<file path="config.mk">
export PLATFORM = sky130hd
export DESIGN_NAME = dcve_seq
export DESIGN_NICKNAME = d
export VERILOG_FILES = /design/src/rtl/dcve_pkg.sv /design/src/rtl/dcve_seq.sv
export SDC_FILE = /design/constraint.sdc
export NUM_CORES = 1
export LEC_CHECK = 0
export ABC_AREA = 1
export BUFFER_PORTS_ARGS = -buffer_cell sky130_fd_sc_hd__buf_2
export CORE_AREA = 3 3 40 42
export CTS_BUF_LIST = sky130_fd_sc_hd__clkbuf_4 sky130_fd_sc_hd__clkbuf_8 sky130_fd_sc_hd__clkbuf_16
export CTS_CLUSTER_DIAMETER = 150
export DETAILED_ROUTE_END_ITERATION = 6
export DIE_AREA = 0 0 43 45
export GPL_TIMING_DRIVEN = 0
export PLACE_DENSITY = 0.51
export SYNTH_ARGS = -nofsm -noshare
export SYNTH_HDL_FRONTEND = slang
export SYNTH_SLANG_ARGS = --single-unit
</file>
<file path="constraint.sdc">
create_clock -name clk -period 1.25 [get_ports clk]
set_input_delay 0.0625 -clock clk [delete_from_list [all_inputs] [get_ports clk]]
set_output_delay 0.0625 -clock clk [all_outputs]
set_load 0.1 [all_outputs]
</file>
<file path="src/rtl/dcve_pkg.sv">
`timescale 1ns / 1ps

package dcve_pkg;

  localparam int DEF_VALUE_WIDTH = 27;
  localparam int DEF_MAX_PLACES  = 8;
  localparam int WEIGHT_WIDTH    = 24;
  localparam int DIGIT_SLOTS     = 8;
  localparam int BCD_WIDTH       = 4 * DIGIT_SLOTS;
  localparam int STEP_WIDTH      = 3;
  localparam int CFG_INDEX_WIDTH = 2;

  localparam logic [31:0] MAX_LIMIT_RESET   = 32'd99999999;
  localparam logic [3:0]  DIGIT_COUNT_RESET = 4'd8;

  localparam logic [2:0] MODE_LOAD  = 3'd0;
  localparam logic [2:0] MODE_INC   = 3'd1;
  localparam logic [2:0] MODE_DEC   = 3'd2;
  localparam logic [2:0] MODE_RIGHT = 3'd3;
  localparam logic [2:0] MODE_LEFT  = 3'd4;

  localparam logic [CFG_INDEX_WIDTH-1:0] REG_MIN_LIMIT   = 2'd0;
  localparam logic [CFG_INDEX_WIDTH-1:0] REG_MAX_LIMIT   = 2'd1;
  localparam logic [CFG_INDEX_WIDTH-1:0] REG_DIGIT_COUNT = 2'd2;

  typedef enum logic [2:0] {
    ACT_NOP     = 3'd0,
    ACT_CAPTURE = 3'd1,
    ACT_APPLY   = 3'd2,
    ACT_SHIFT   = 3'd3,
    ACT_SEARCH  = 3'd4,
    ACT_EMIT    = 3'd5
  } act_t;

  typedef enum logic [2:0] {
    COND_NEXT       = 3'd0,
    COND_ALWAYS     = 3'd1,
    COND_IN_IDLE    = 3'd2,
    COND_SHIFT_MORE = 3'd3,
    COND_OUT_BUSY   = 3'd4
  } cond_t;

  typedef struct packed {
    act_t                  act;
    cond_t                 cond;
    logic [STEP_WIDTH-1:0] target;
  } ctrl_word_t;

  typedef struct packed {
    logic shift_last;
    logic out_busy;
  } dp_status_t;

  function automatic ctrl_word_t program_rom(input logic [STEP_WIDTH-1:0] step);
    ctrl_word_t w;
    unique case (step)
      3'd0:    w = '{act: ACT_CAPTURE, cond: COND_IN_IDLE,    target: 3'd0};
      3'd1:    w = '{act: ACT_APPLY,   cond: COND_NEXT,       target: 3'd0};
      3'd2:    w = '{act: ACT_SHIFT,   cond: COND_SHIFT_MORE, target: 3'd2};
      3'd3:    w = '{act: ACT_SEARCH,  cond: COND_NEXT,       target: 3'd0};
      3'd4:    w = '{act: ACT_NOP,     cond: COND_OUT_BUSY,   target: 3'd4};
      3'd5:    w = '{act: ACT_EMIT,    cond: COND_ALWAYS,     target: 3'd0};
      default: w = '{act: ACT_NOP,     cond: COND_ALWAYS,     target: 3'd0};
    endcase
    return w;
  endfunction

  function automatic logic [WEIGHT_WIDTH-1:0] pow10(input logic [2:0] k);
    logic [WEIGHT_WIDTH-1:0] p;
    case (k)
      3'd0:    p = 24'd1;
      3'd1:    p = 24'd10;
      3'd2:    p = 24'd100;
      3'd3:    p = 24'd1000;
      3'd4:    p = 24'd10000;
      3'd5:    p = 24'd100000;
      3'd6:    p = 24'd1000000;
      default: p = 24'd10000000;
    endcase
    return p;
  endfunction

endpackage

</file>
<file path="src/rtl/dcve_seq.sv">
`timescale 1ns / 1ps

module dcve_seq (
  input  logic                    clk,
  input  logic                    rst,
  input  logic                    in_valid,
  input  dcve_pkg::dp_status_t    status,
  output dcve_pkg::ctrl_word_t    ctrl
);

  logic [dcve_pkg::STEP_WIDTH-1:0] step;
  logic [dcve_pkg::STEP_WIDTH-1:0] step_next;
  logic                            take;

  assign ctrl = dcve_pkg::program_rom(step);

  always_comb begin
    unique case (ctrl.cond)
      dcve_pkg::COND_NEXT:       take = 1'b0;
      dcve_pkg::COND_ALWAYS:     take = 1'b1;
      dcve_pkg::COND_IN_IDLE:    take = !in_valid;
      dcve_pkg::COND_SHIFT_MORE: take = !status.shift_last;
      dcve_pkg::COND_OUT_BUSY:   take = status.out_busy;
      default:                   take = 1'b1;
    endcase
    step_next = take ? ctrl.target : step + 1'b1;
  end

  always_ff @(posedge clk) begin
    if (rst) begin
      step <= '0;
    end else begin
      step <= step_next;
    end
  end

endmodule

</file>
==> results.yml <==
clock_tree:
  root_buffer: "clkbuf_4"
  cts_sinks: 3
  htreeDepth: 1
  cts_buffer_depth: 2
  cts_tree: "built"
  insertion_delay_ns: 0.24
  numCtsBuffers: 3
  cts.clk_slew.worst_paths_ns: 0.04
  hold_buffers: 0
yosys:
  syn_nets: 63
  yosysWarningCount: 0
  synth_xor_area_share_pct: 0
  netlist_area_um2: 310
  ys_ff_latch: 3
  synth_fa_ha_area_share_pct: 20.2
  synthMuxAreaShare_pct: 0
  avgSynthCellArea_um2: 5.85
  ys_seq_area_share_pct: 19.4
  syn_inst: 53
  synthSimpleGateAreaFrac_pct: 36.3
  synth_cell_types: 11
  synth-compound-area-share_pct: 4.84
  synth_top_family_by_area: "simple AND/OR/NAND/NOR gates"
routing:
  post-route-drc-count: 0
  drt_pass1_iterations: 4
  ant_nets: 0
  vias: 381
  routed_wl_um: 995
  via_per_inst: 4.10
  drt-wirelength-per-cell_um: 10.7
  first_iter_violations: 3
critical_path:
  cp-startpoint: "step[0]"
  rr_endpoint: "step[1]"
  end_kind: "output pin"
  regToRegStartpoint: "step[0]"
  cp.arrival_ns: 1.29
  critPathKind: "flip-flop to output pin"
  cp_data_required_time_ns: 1.19
  critPathLaunchType: "flip-flop"
  critPathCapture: "ctrl[5]"
  r2r_cells: 8
  path_max_fanout: 5
  rrSetupSlack_ns: 0
timing:
  fin_skew_ns: 0.00216
  setup_viol: 7
  slew_viol_final: 0
  period_share_pct: 108
  rsz0062_at_grt: "true"
  period_needed_ns: 1.35
  fin_ws_ns: -0.101
  final-hold-violation-count: 0
  fmax_mhz: 740
min_path:
  hold_path.class: "input pin to flip-flop"
  min_from: "rst"
placed_design:
  io_buffers: 12
  place_ws_ns: -0.0605
  gp_congestion: 0.776
  hpwl_um: 563
floorplanning:
  initial_core_util_pct: 24.1
  io_pins: 14
  fp.dieH_um: 45
  core_area_mm2: 0.00128
  rows: 13
  die_w_um: 43
  die_area_mm2: 0.00194
run:
  drv_cap: 0
finish:
  final_layout_size_suffix_gt1_share_pct: 64.1
  fin_nets: 89
  top_register: "step"
  n_antenna_cell: 0
  top_regs: "step: 3 flops"
  nFillCells: 114
  area_growth_pct: 129
  largest_reg_flops: 3
run_status:
  violations: "negative setup slack"
  status: "complete, but fails checks"
grt:
  grt_usage_pct: 11.0
  overflow: 0
  grt_pass1_wl_um: 1520
  grt_max_degree: 8
  grt_pass1_vias: 365
  antenna_found_initial: 0
==> placed cells by master (no fill, tap or decap), drive strengths merged <==
cell type  synthesis  final
nand3              2      2
dfxtp              3      3
ha                 5      5
inv               11     10
a21oi              2      2
o21ai              1      1
nand2             14     14
clkinvlp           0      1
conb               1      1
buf                2     23
clkbuf             0      4
nor2              12     12
==> worst min path at each step <==
| stage | to | slack [ns] | cells after the start |
|---|---|---|---|
| 6_report | step[1] | 0.07 | 4 |
| 5_1_grt | step[0] | 0.10 | 4 |
| 3_3_place_gp | step[0] | 0.32 | 4 |
| 3_5_place_dp | step[1] | 0.32 | 4 |
| 2_1_floorplan | step[0] | 0.22 | 3 |
| 4_1_cts | step[1] | 0.06 | 4 |
==> cell usage after synthesis <==
master,count,share of area (%)
a21oi_1,2,3.2
inv_1,11,13
nor2_1,12,15
nand2_1,14,17
ha_1,5,20
conb_1,1,1.2
nand3_1,1,1.6
dfxtp_1,3,19
nand3_2,1,3.2
buf_4,2,4.8
o21ai_0,1,1.6
==> cell families after synthesis <==
family | after synthesis
flip-flops | 3
AND/OR/NAND/NOR | 28
buffers and inverters | 13
other | 1
AO/OA/AOI/OAI | 3
adder cells (fa/ha/maj) | 5
==> worst max-delay path, cell delays in order, from the launching register on <==
cell and delay, ns:
dfxtp_4 0.38, inv_4 0.05, ha_4 0.16, nand2_4 0.07, clkinvlp_4 0.10, buf_12 0.13
buf_12 0.15
==> layer usage <==
layer / vias up / global-route usage (%) / wire (µm)
met5: - / 0 / 0
met4: 0 / 7.23 / 21
met3: 4 / 2.79 / 47
met2: 10 / 19.2 / 556
met1: 164 / 11.8 / 369
li1: 203 / - / -
==> what timing repair did <==
action,CTS,global route
pin swaps,5,3
endpoints found under the setup margin,9,11
buffers inserted,5,4
resized for setup,31,11
==> cell type report <==
| class | count | area [µm²] | share of cell area (%) |
|---|---|---|---|
| clock buffers | 4 | 30.0 | 4.23 |
| flip-flops and latches | 3 | 71.3 | 10.0 |
| inverters | 11 | 50.0 | 7.04 |
| multi-input cells | 37 | 283 | 39.8 |
| plain buffers | 2 | 27.5 | 3.87 |
| well taps | 15 | 18.8 | 2.64 |
| repair buffers | 21 | 230 | 32.4 |
==> per-stage QoR <==
step                      hold WS, ns  TNS (ns)  util (%)  cell area (µm²)  cells
after global placement          0.319    -0.126      36.7              472     80
after global routing            0.104     -1.03      55.3              711     93
after detailed placement        0.320    -0.125      36.7              472     80
after floorplan                 0.220    -0.646         -              393     53
after CTS                      0.0630    -0.559      49.9              641     89
final                          0.0697    -0.482      55.3              711     93
Power is left out: the tool's default activity adds up to more than one toggle a clock period on the data nets, which glitch-free logic cannot reach.
